===== config.mk =====
export PLATFORM = sky130hd
export DESIGN_NAME = hsv_to_rgb_converter
export DESIGN_NICKNAME = d
export VERILOG_FILES = /design/src/hsv2rgb_pkg.sv /design/src/hsv2rgb_prod.sv /design/src/hsv2rgb_scale.sv /design/src/hsv2rgb_route.sv /design/src/hsv_to_rgb_converter.sv
export SDC_FILE = /design/constraint.sdc
export NUM_CORES = 2
export LEC_CHECK = 0
export BUFFER_PORTS_ARGS = -buffer_cell sky130_fd_sc_hd__buf_2
export CELL_PAD_IN_SITES_DETAIL_PLACEMENT = 1
export CELL_PAD_IN_SITES_GLOBAL_PLACEMENT = 1
export CORE_AREA = 4 4 306 308
export CTS_CLUSTER_DIAMETER = 80
export DETAILED_ROUTE_END_ITERATION = 6
export DIE_AREA = 0 0 310 312
export GPL_TIMING_DRIVEN = 0
export PLACE_DENSITY_LB_ADDON = 0.1
export SKIP_LAST_GASP = 1
export SYNTH_ARGS = -nofsm -noshare
export SYNTH_HDL_FRONTEND = slang
export SYNTH_SLANG_ARGS = --single-unit

===== constraint.sdc =====
create_clock -name clk -period 12.9 [get_ports clk]
set_input_delay 2.58 -clock clk [delete_from_list [all_inputs] [get_ports clk]]
set_output_delay 2.58 -clock clk [all_outputs]
set_load 0.005 [all_outputs]

===== src/hsv2rgb_pkg.sv =====
// shared constants, payload structs and sector codes for the hsv to rgb pipeline
// no dependencies; used by every module of the converter
package hsv2rgb_pkg;

	// fixed-point formats: hue carries FRAC_BITS fraction bits per sector, s and v are Q(FRAC_BITS)
	localparam int FRAC_BITS = 12;
	localparam int HUE_W     = 15;
	localparam int Q_W       = FRAC_BITS + 1;
	localparam int SEC_W     = HUE_W - FRAC_BITS;
	localparam int PROD_W    = 2 * FRAC_BITS + 1;
	localparam int X_W       = 3 * FRAC_BITS + 1;
	localparam int CH_W      = 8;
	localparam int SCALED_W  = X_W + CH_W;

	localparam logic [Q_W-1:0]    ONE    = {1'b1, {FRAC_BITS{1'b0}}};
	localparam logic [PROD_W-1:0] ONE_SQ = {1'b1, {(2 * FRAC_BITS){1'b0}}};

	// hue sectors; sector five, exactly 360 degrees and above share the default routing
	localparam logic [SEC_W-1:0] SEC_RED_YEL = SEC_W'(0);
	localparam logic [SEC_W-1:0] SEC_YEL_GRN = SEC_W'(1);
	localparam logic [SEC_W-1:0] SEC_GRN_CYN = SEC_W'(2);
	localparam logic [SEC_W-1:0] SEC_CYN_BLU = SEC_W'(3);
	localparam logic [SEC_W-1:0] SEC_BLU_MAG = SEC_W'(4);

	// stage 1 payload: clamped value, saturation products
	typedef struct packed {
		logic [SEC_W-1:0]  sector;
		logic [Q_W-1:0]    val;
		logic [Q_W-1:0]    inv_sat;
		logic [PROD_W-1:0] sat_f;
		logic [PROD_W-1:0] sat_fc;
	} prod_t;

	// stage 2 payload: v, p, q, t with 3*FRAC_BITS fraction bits
	typedef struct packed {
		logic [SEC_W-1:0] sector;
		logic [X_W-1:0]   vv;
		logic [X_W-1:0]   p;
		logic [X_W-1:0]   q;
		logic [X_W-1:0]   t;
	} term_t;

	// stage 3 payload: final 8-bit channels
	typedef struct packed {
		logic [CH_W-1:0] red;
		logic [CH_W-1:0] green;
		logic [CH_W-1:0] blue;
	} pixel_t;

endpackage


===== src/hsv2rgb_prod.sv =====
// stage 1: clamps saturation and value, splits hue, forms saturation products
// depends on hsv2rgb_pkg
module hsv2rgb_prod (
	input  logic                              clk,
	input  logic                              arst_n,
	input  logic                              in_valid,
	output logic                              in_ready,
	input  logic [hsv2rgb_pkg::HUE_W-1:0]     hue,
	input  logic [hsv2rgb_pkg::Q_W-1:0]       saturation,
	input  logic [hsv2rgb_pkg::Q_W-1:0]       brightness,
	output logic                              out_valid,
	input  logic                              out_ready,
	output hsv2rgb_pkg::prod_t                out_data
);

	logic [hsv2rgb_pkg::Q_W-1:0]       sat_c;
	logic [hsv2rgb_pkg::Q_W-1:0]       val_c;
	logic [hsv2rgb_pkg::FRAC_BITS-1:0] frac;
	logic [hsv2rgb_pkg::Q_W-1:0]       frac_c;
	hsv2rgb_pkg::prod_t                next_d;
	logic                              valid_s1;
	hsv2rgb_pkg::prod_t                data_s1;

	// clamp to one and form s*f, s*(1-f)
	always_comb begin
		sat_c  = (saturation > hsv2rgb_pkg::ONE) ? hsv2rgb_pkg::ONE : saturation;
		val_c  = (brightness > hsv2rgb_pkg::ONE) ? hsv2rgb_pkg::ONE : brightness;
		frac   = hue[hsv2rgb_pkg::FRAC_BITS-1:0];
		frac_c = hsv2rgb_pkg::ONE - {1'b0, frac};
		next_d.sector  = hue[hsv2rgb_pkg::HUE_W-1:hsv2rgb_pkg::FRAC_BITS];
		next_d.val     = val_c;
		next_d.inv_sat = hsv2rgb_pkg::ONE - sat_c;
		next_d.sat_f   = hsv2rgb_pkg::PROD_W'(sat_c) * hsv2rgb_pkg::PROD_W'(frac);
		next_d.sat_fc  = hsv2rgb_pkg::PROD_W'(sat_c) * hsv2rgb_pkg::PROD_W'(frac_c);
	end

	// stage moves when empty or when downstream takes its item
	assign in_ready = !valid_s1 || out_ready;

	always_ff @(posedge clk or negedge arst_n) begin
		if (!arst_n) begin
			valid_s1 <= 1'b0;
		end else if (in_ready) begin
			valid_s1 <= in_valid;
		end
	end

	always_ff @(posedge clk) begin
		if (in_ready && in_valid) begin
			data_s1 <= next_d;
		end
	end

	assign out_valid = valid_s1;
	assign out_data  = data_s1;

`ifndef ASSERT_OFF
	// a held item stays put while downstream is full
	a_hold_s1: assert property (@(posedge clk) disable iff (!arst_n)
		valid_s1 && !out_ready |=> valid_s1 && $stable(data_s1))
		else $error("stage 1 item changed while held");
`endif

endmodule


===== src/hsv2rgb_scale.sv =====
// stage 2: multiplies value into p, q, t and v at full precision
// depends on hsv2rgb_pkg
module hsv2rgb_scale (
	input  logic               clk,
	input  logic               arst_n,
	input  logic               in_valid,
	output logic               in_ready,
	input  hsv2rgb_pkg::prod_t in_data,
	output logic               out_valid,
	input  logic               out_ready,
	output hsv2rgb_pkg::term_t out_data
);

	logic [hsv2rgb_pkg::PROD_W-1:0] q_fac;
	logic [hsv2rgb_pkg::PROD_W-1:0] t_fac;
	logic [hsv2rgb_pkg::X_W-1:0]    p_raw;
	hsv2rgb_pkg::term_t             next_d;
	logic                           valid_s2;
	hsv2rgb_pkg::term_t             data_s2;

	// p = v(1-s), q = v(1-sf), t = v(1-s(1-f)), all at 3*FRAC_BITS fraction bits
	always_comb begin
		q_fac = hsv2rgb_pkg::ONE_SQ - in_data.sat_f;
		t_fac = hsv2rgb_pkg::ONE_SQ - in_data.sat_fc;
		p_raw = hsv2rgb_pkg::X_W'(in_data.val) * hsv2rgb_pkg::X_W'(in_data.inv_sat);
		next_d.sector = in_data.sector;
		next_d.vv     = hsv2rgb_pkg::X_W'(in_data.val) << (2 * hsv2rgb_pkg::FRAC_BITS);
		next_d.p      = p_raw << hsv2rgb_pkg::FRAC_BITS;
		next_d.q      = hsv2rgb_pkg::X_W'(in_data.val) * hsv2rgb_pkg::X_W'(q_fac);
		next_d.t      = hsv2rgb_pkg::X_W'(in_data.val) * hsv2rgb_pkg::X_W'(t_fac);
	end

	assign in_ready = !valid_s2 || out_ready;

	always_ff @(posedge clk or negedge arst_n) begin
		if (!arst_n) begin
			valid_s2 <= 1'b0;
		end else if (in_ready) begin
			valid_s2 <= in_valid;
		end
	end

	always_ff @(posedge clk) begin
		if (in_ready && in_valid) begin
			data_s2 <= next_d;
		end
	end

	assign out_valid = valid_s2;
	assign out_data  = data_s2;

`ifndef ASSERT_OFF
	// with saturation clamped to one, p is the floor and v the ceiling
	a_order_s2: assert property (@(posedge clk) disable iff (!arst_n)
		valid_s2 |-> (data_s2.p <= data_s2.q) && (data_s2.p <= data_s2.t) &&
			(data_s2.q <= data_s2.vv) && (data_s2.t <= data_s2.vv))
		else $error("stage 2 terms out of order");
`endif

endmodule


===== src/hsv2rgb_route.sv =====
// stage 3: routes v, p, q, t to channels by sector and scales by 255
// depends on hsv2rgb_pkg
module hsv2rgb_route (
	input  logic                clk,
	input  logic                arst_n,
	input  logic                in_valid,
	output logic                in_ready,
	input  hsv2rgb_pkg::term_t  in_data,
	output logic                out_valid,
	input  logic                out_ready,
	output hsv2rgb_pkg::pixel_t out_data
);

	logic [hsv2rgb_pkg::X_W-1:0] r_x;
	logic [hsv2rgb_pkg::X_W-1:0] g_x;
	logic [hsv2rgb_pkg::X_W-1:0] b_x;
	hsv2rgb_pkg::pixel_t         next_d;
	logic                        valid_s3;
	hsv2rgb_pkg::pixel_t         data_s3;

	// 255*x as (x<<8)-x, then drop the fraction bits
	function automatic logic [hsv2rgb_pkg::CH_W-1:0] to_channel(
		input logic [hsv2rgb_pkg::X_W-1:0] x);
		logic [hsv2rgb_pkg::SCALED_W-1:0] wide;
		wide = (hsv2rgb_pkg::SCALED_W'(x) << hsv2rgb_pkg::CH_W) - hsv2rgb_pkg::SCALED_W'(x);
		return wide[3 * hsv2rgb_pkg::FRAC_BITS +: hsv2rgb_pkg::CH_W];
	endfunction

	// sector routing
	always_comb begin
		case (in_data.sector)
			hsv2rgb_pkg::SEC_RED_YEL: begin
				r_x = in_data.vv; g_x = in_data.t;  b_x = in_data.p;
			end
			hsv2rgb_pkg::SEC_YEL_GRN: begin
				r_x = in_data.q;  g_x = in_data.vv; b_x = in_data.p;
			end
			hsv2rgb_pkg::SEC_GRN_CYN: begin
				r_x = in_data.p;  g_x = in_data.vv; b_x = in_data.t;
			end
			hsv2rgb_pkg::SEC_CYN_BLU: begin
				r_x = in_data.p;  g_x = in_data.q;  b_x = in_data.vv;
			end
			hsv2rgb_pkg::SEC_BLU_MAG: begin
				r_x = in_data.t;  g_x = in_data.p;  b_x = in_data.vv;
			end
			default: begin
				r_x = in_data.vv; g_x = in_data.p;  b_x = in_data.q;
			end
		endcase
		next_d.red   = to_channel(r_x);
		next_d.green = to_channel(g_x);
		next_d.blue  = to_channel(b_x);
	end

	assign in_ready = !valid_s3 || out_ready;

	always_ff @(posedge clk or negedge arst_n) begin
		if (!arst_n) begin
			valid_s3 <= 1'b0;
		end else if (in_ready) begin
			valid_s3 <= in_valid;
		end
	end

	always_ff @(posedge clk) begin
		if (in_ready && in_valid) begin
			data_s3 <= next_d;
		end
	end

	assign out_valid = valid_s3;
	assign out_data  = data_s3;

`ifndef ASSERT_OFF
	// an item taken from stage 2 always shows up at the output register
	a_adv_s3: assert property (@(posedge clk) disable iff (!arst_n)
		in_valid && in_ready |=> valid_s3)
		else $error("item lost entering output stage");
`endif

endmodule


===== src/hsv_to_rgb_converter.sv =====
// top level of the hsv to rgb converter: three pipeline stages
// depends on hsv2rgb_pkg, hsv2rgb_prod, hsv2rgb_scale, hsv2rgb_route
//
// usage:
// - input channel: in_valid / in_stall with hue, saturation, brightness;
//   an item is taken at a clock edge with in_valid high and in_stall low
// - output channel: out_valid / out_stall with red, green, blue;
//   a result is taken at a clock edge with out_valid high and out_stall low
// - each item passes through one register per stage: saturation products, value
//   multiplies, sector routing with 255 scaling
// - throughput: one item per clock, limited only by the receiver
// - saturation and brightness above 1.0 are clamped; hue sectors from 360
//   degrees upward use the same routing as sector five
// - reset (arst_n low) empties the pipeline at once; no item is in flight after it
// - when the receiver stalls, the output holds its result and each stage
//   holds its item; in_stall rises only once every stage is full
module hsv_to_rgb_converter (
	input  logic                                clk,
	input  logic                                arst_n,
	input  logic                                in_valid,
	output logic                                in_stall,
	input  logic [hsv2rgb_pkg::HUE_W-1:0]       hue,
	input  logic [hsv2rgb_pkg::Q_W-1:0]         saturation,
	input  logic [hsv2rgb_pkg::Q_W-1:0]         brightness,
	output logic                                out_valid,
	input  logic                                out_stall,
	output logic [hsv2rgb_pkg::CH_W-1:0]        red,
	output logic [hsv2rgb_pkg::CH_W-1:0]        green,
	output logic [hsv2rgb_pkg::CH_W-1:0]        blue
);

	logic                in_ready;
	logic                valid_1;
	logic                ready_1;
	hsv2rgb_pkg::prod_t  data_1;
	logic                valid_2;
	logic                ready_2;
	hsv2rgb_pkg::term_t  data_2;
	hsv2rgb_pkg::pixel_t pix;

	// stage 1
	hsv2rgb_prod u_prod (
		.clk        (clk),
		.arst_n     (arst_n),
		.in_valid   (in_valid),
		.in_ready   (in_ready),
		.hue        (hue),
		.saturation (saturation),
		.brightness (brightness),
		.out_valid  (valid_1),
		.out_ready  (ready_1),
		.out_data   (data_1)
	);

	// stage 2
	hsv2rgb_scale u_scale (
		.clk       (clk),
		.arst_n    (arst_n),
		.in_valid  (valid_1),
		.in_ready  (ready_1),
		.in_data   (data_1),
		.out_valid (valid_2),
		.out_ready (ready_2),
		.out_data  (data_2)
	);

	// stage 3, doubles as output register
	hsv2rgb_route u_route (
		.clk       (clk),
		.arst_n    (arst_n),
		.in_valid  (valid_2),
		.in_ready  (ready_2),
		.in_data   (data_2),
		.out_valid (out_valid),
		.out_ready (!out_stall),
		.out_data  (pix)
	);

	assign in_stall = !in_ready;
	assign red      = pix.red;
	assign green    = pix.green;
	assign blue     = pix.blue;

endmodule

Yosys cells after proc, flatten, opt, wreduce, memory -nomap -nowiden
Cells that the tools add are included.

Multiplexer cells: 4. Add/sub/neg operators: 7. Equality and inequality tests: 4. Reductions and logical operators: 16. $mul: 5. Order comparisons: 2.

Operators by type and width (number): $pmux W37 S3 (3); $sub A44 B37 Y44 (3); $mul A13 B25 Y37 (2); $mul A13 B13 Y25 (2); $sub A25 B25 Y25 const A (2); $gt A13 B13 Y1 const B (2); $mul A13 B12 Y25 (1); $mux W13 (1); $sub A13 B12 Y13 const A (1); $sub A13 B13 Y13 const A (1); $reduce_or A2 Y1 (4); $eq A3 B2 Y1 const B (2); $logic_not A1 Y1 (5); $eq A3 B1 Y1 const B (1); $eq A3 B3 Y1 const B (1); $logic_and A1 B1 Y1 (3); $logic_not A3 Y1 (1); $logic_or A1 B1 Y1 (3).

Output and inout bits: 26. Logic and storage cells: 54. Flip-flop bits (word level): 221.

Depth between registers and ports, before layout
Depth in word-level cells: 5. Gate-level depth with buffers: 31. Gate-level depth less buffers: 29.

Hierarchy
From an unflattened synthesis, not the netlist that was laid out.

Cell total of the unflattened synthesis: 6200. Area, all modules: 54304.6 um2.

Modules (own cells, without submodules): hsv2rgb_scale (times used 1, area an instance 30201.5 um2, seq. area each 3478.3 um2, cells each 3300); hsv2rgb_prod (times used 1, area an instance 13604.3 um2, seq. area each 2367.3 um2, cells each 1473); hsv2rgb_route (times used 1, area an instance 10491.3 um2, seq. area each 745.7 um2, cells each 1425); hsv_to_rgb_converter (times used 1, area an instance 7.5 um2, seq. area each 0.0 um2, cells each 2).

Worst setup path after synthesis
Ideal clock, no wire load.

Path kind: input-to-reg. From: input port saturation[2] (netlist name). To: register u_prod.data_s1 (netlist bit u_prod.out_data[24]) (data pin). Buffers on the path: 2. Data arrival time: 8.914 ns. Required time: 12.641 ns. Stages: 26. Setup slack: 3.727 ns. Path through: nor3_1 nand4_1 o41ai_1 and2_1 clkbuf_1 buf_1 nand2_1 fa_1 fa_1 inv_1 fa_1 fa_1 inv_1 fa_1 inv_1 ha_1 inv_1 a211oi_1 a31oi_1 nand2b_1 a21boi_0 o21ai_0 a221oi_1 a211oi_1 o2bb2ai_1 xnor2_1.

RTL lines: from (decl) (line hsv_to_rgb_converter.sv:23) `input logic [hsv2rgb_pkg::Q_W-1:0] saturation,`; to (signal assigned) (line hsv2rgb_prod.sv:50) `data_s1 <= next_d;`; to (decl) (line hsv2rgb_prod.sv:22) `hsv2rgb_pkg::prod_t data_s1;`.

==> metrics.csv <==
metric,value,unit
Critical Path Fanout Max,10,
die footprint,96700,um2
CP dominant cell by count,fa_1,
CTS Hold Buffers Added,0,
Worst Clk Skew,0.0151,ns
pin count of the biggest net entering global routing,67,
Yosys top cell area share,0.344,
layout cells sized above 1,0.0337,
Final period util,0.780,
YS warnings,0,
Syn Nets,6948,
Main synth FF type,edfxtp_1,
Setup TNS,0,ns
"top cells by area, synth","fa_1 (34%), edfxtp_1 (13%), ha_1 (11%)",
Fillers,10700,
Area Overhead vs Synth,5.95,%
FP Rows,111,
CTS resizes,0,
post-layout minimum cycle time,10.06,ns
DRT iter0 DRCs,2784,
"Slowest-stage cell, CP",o41ai_1,
synth unique cells,85,
Detailed Place HPWL,148000,um
Post-Synthesis Cells,5599,
Placer Congestion,0.973,
"antenna viol nets, final",0,
HP Class,register to register,
status,"complete, but fails checks",
CTS tree,done,
vias,40400,
Worst-Skew Late Latency,0.61,ns
violated checks,design-rule violations,
clk sinks,219,
Clock transition at path regs,0.06,ns
DR pass1 iterations,7,
initial core utilization,0.546,
WL per Instance,25.1,um
final hold viol count,0,
FMAX,0.0994,GHz
Worst Max-Slew Pin Slew,1.40,ns
sequential-to-total area share from yosys stat,0.132,
setup bufs post-CTS,0,
Syn Std Cell Area,49700,um2
H-Tree Depth,1,
Die Height,312,um
cell family with most CP delay,compound AO/OA/AOI/OAI gates,
max-cap violations,0,
relative slew slack,0.0653,
WL final,174000,um
DRC,1,
RSZ-0062 raised after global routing,false,
buffers and inverters on the worst path,4,
Root Driver,clkbuf_16,
CP Launch Type,input pin,
total track usage,0.362,
vias per cell,5.84,
Inserted Clock Buffers,28,
core area,91100,um2
Synth Register Bits,219,
Worst path max stage delay,0.70,ns
Max clock buf depth,3,
worst hold slack,0.444,ns
Die Width,310,um
I/O Buffers,66,
async set-reset flop share out of synthesis,0.0137,
initial antenna violation count,12,
Worst EP required,13.25,ns
Mean Syn Cell Area,8.88,um2
number of global-route vias before repair,44900,
"area leader, netlist",fa_1,
"Slew Viols, Final",0,
CP Capture Type,register,
Synth top cells by count,"inv_1 (1155), fa_1 (854), nand2_1 (842)",
WP data arrival,10.40,ns
total grt overflow,0,
IO Pins,71,
# setup viols final,0,
layout net count,7047,
Post-synth EDFFs,216,
top-count cell post-synth,inv_1,
first-pass GRT wire length,264000,um
crit path kind,input pin to register,
-- final timing paths --
| kind | slack, ns | start | cells past startpoint | end |
|---|---|---|---|---|
| setup reg to reg | 3.32 | u_prod.out_data[0] | 28 | u_scale.out_data[36] |
| hold reg to reg | 0.44 | u_prod.out_data[77] | 0 | u_scale.out_data[149] |
| hold / removal | 0.44 | u_prod.out_data[77] | 0 | u_scale.out_data[149] |
| max in group asynchronous | 11.02 | arst_n | 1 | u_scale.out_valid |
| setup / recovery | 2.84 | saturation[1] | 25 | u_prod.out_data[24] |
| min in group asynchronous | 1.77 | arst_n | 1 | u_route.out_valid |
-- routing by layer --
layer,GRT usage,wire (um),part of all wire,up-vias
li1,-,-,-,17600
met1,0.432,65100,0.38,20800
met2,0.617,83700,0.48,1479
met3,0.0434,10600,0.061,477
met4,0.238,14200,0.082,6
met5,0,38,0.00022,-
-- through the flow --
step,utilization,setup WS (ns),std cells,instance area [um2]
floorplan,-,3.73,5599,49700
global placement,0.565,2.36,6851,51500
detailed placement,0.566,2.19,6854,51600
CTS,0.578,2.85,6906,52600
global route,0.578,2.35,6907,52700
finish,0.578,2.84,6911,52700
-- sequential cells by signal, indices dropped and copies added (netlist names) --
name / flops
u_prod.out_data: 78
u_scale.out_data: 114
u_prod.out_valid: 1
u_route.out_data: 24
u_scale.out_valid: 1
u_route.out_valid: 1
-- area by class of cell --
type	instances	area (um2)	area share
multi-input combinational	3957	37800	0.718
sequential	219	6560	0.125
inverter	1156	4340	0.0824
tap	1186	1480	0.0282
buffer	267	1020	0.0194
clock buffer	33	719	0.0137
timing repair buffer	69	397	0.00753
clock inverter	19	337	0.00639
antenna	5	12.5	0.000238
-- cell families (layout without fill, tap and decap cells) --
kind of cell             after synthesis  count (layout)  synth area share
AO/OA/AOI/OAI                        622             622            0.0838
XOR/XNOR                             218             218            0.0387
adder cells (fa/ha/maj)             1304            1304             0.457
buffers and inverters               1423            1544             0.108
flip-flops                           219             219             0.132
multiplexers                          53              53            0.0111
other                                  0               5                 0
AND/OR/NAND/NOR                     1760            1760             0.169
-- cells in the final DEF (no fill, tap or decap), drive strengths merged, types with 29 or more instances in the layout --
cell,instances
a22oi,43
nor3,44
nor2b,56
and2,398
nand2b,30
inv,1159
xor2,65
nand3,41
mux2i,36
xnor2,153
o21ai,114
fa,854
a21oi,159
nor2,201
ha,450
clkbuf,265
buf,104
nand2,842
a211oi,29
edfxtp,216
and3,39
a21o,85
Power is not shown: default switching activity piles up to over one toggle a cycle in this logic, so the estimate is an artifact.
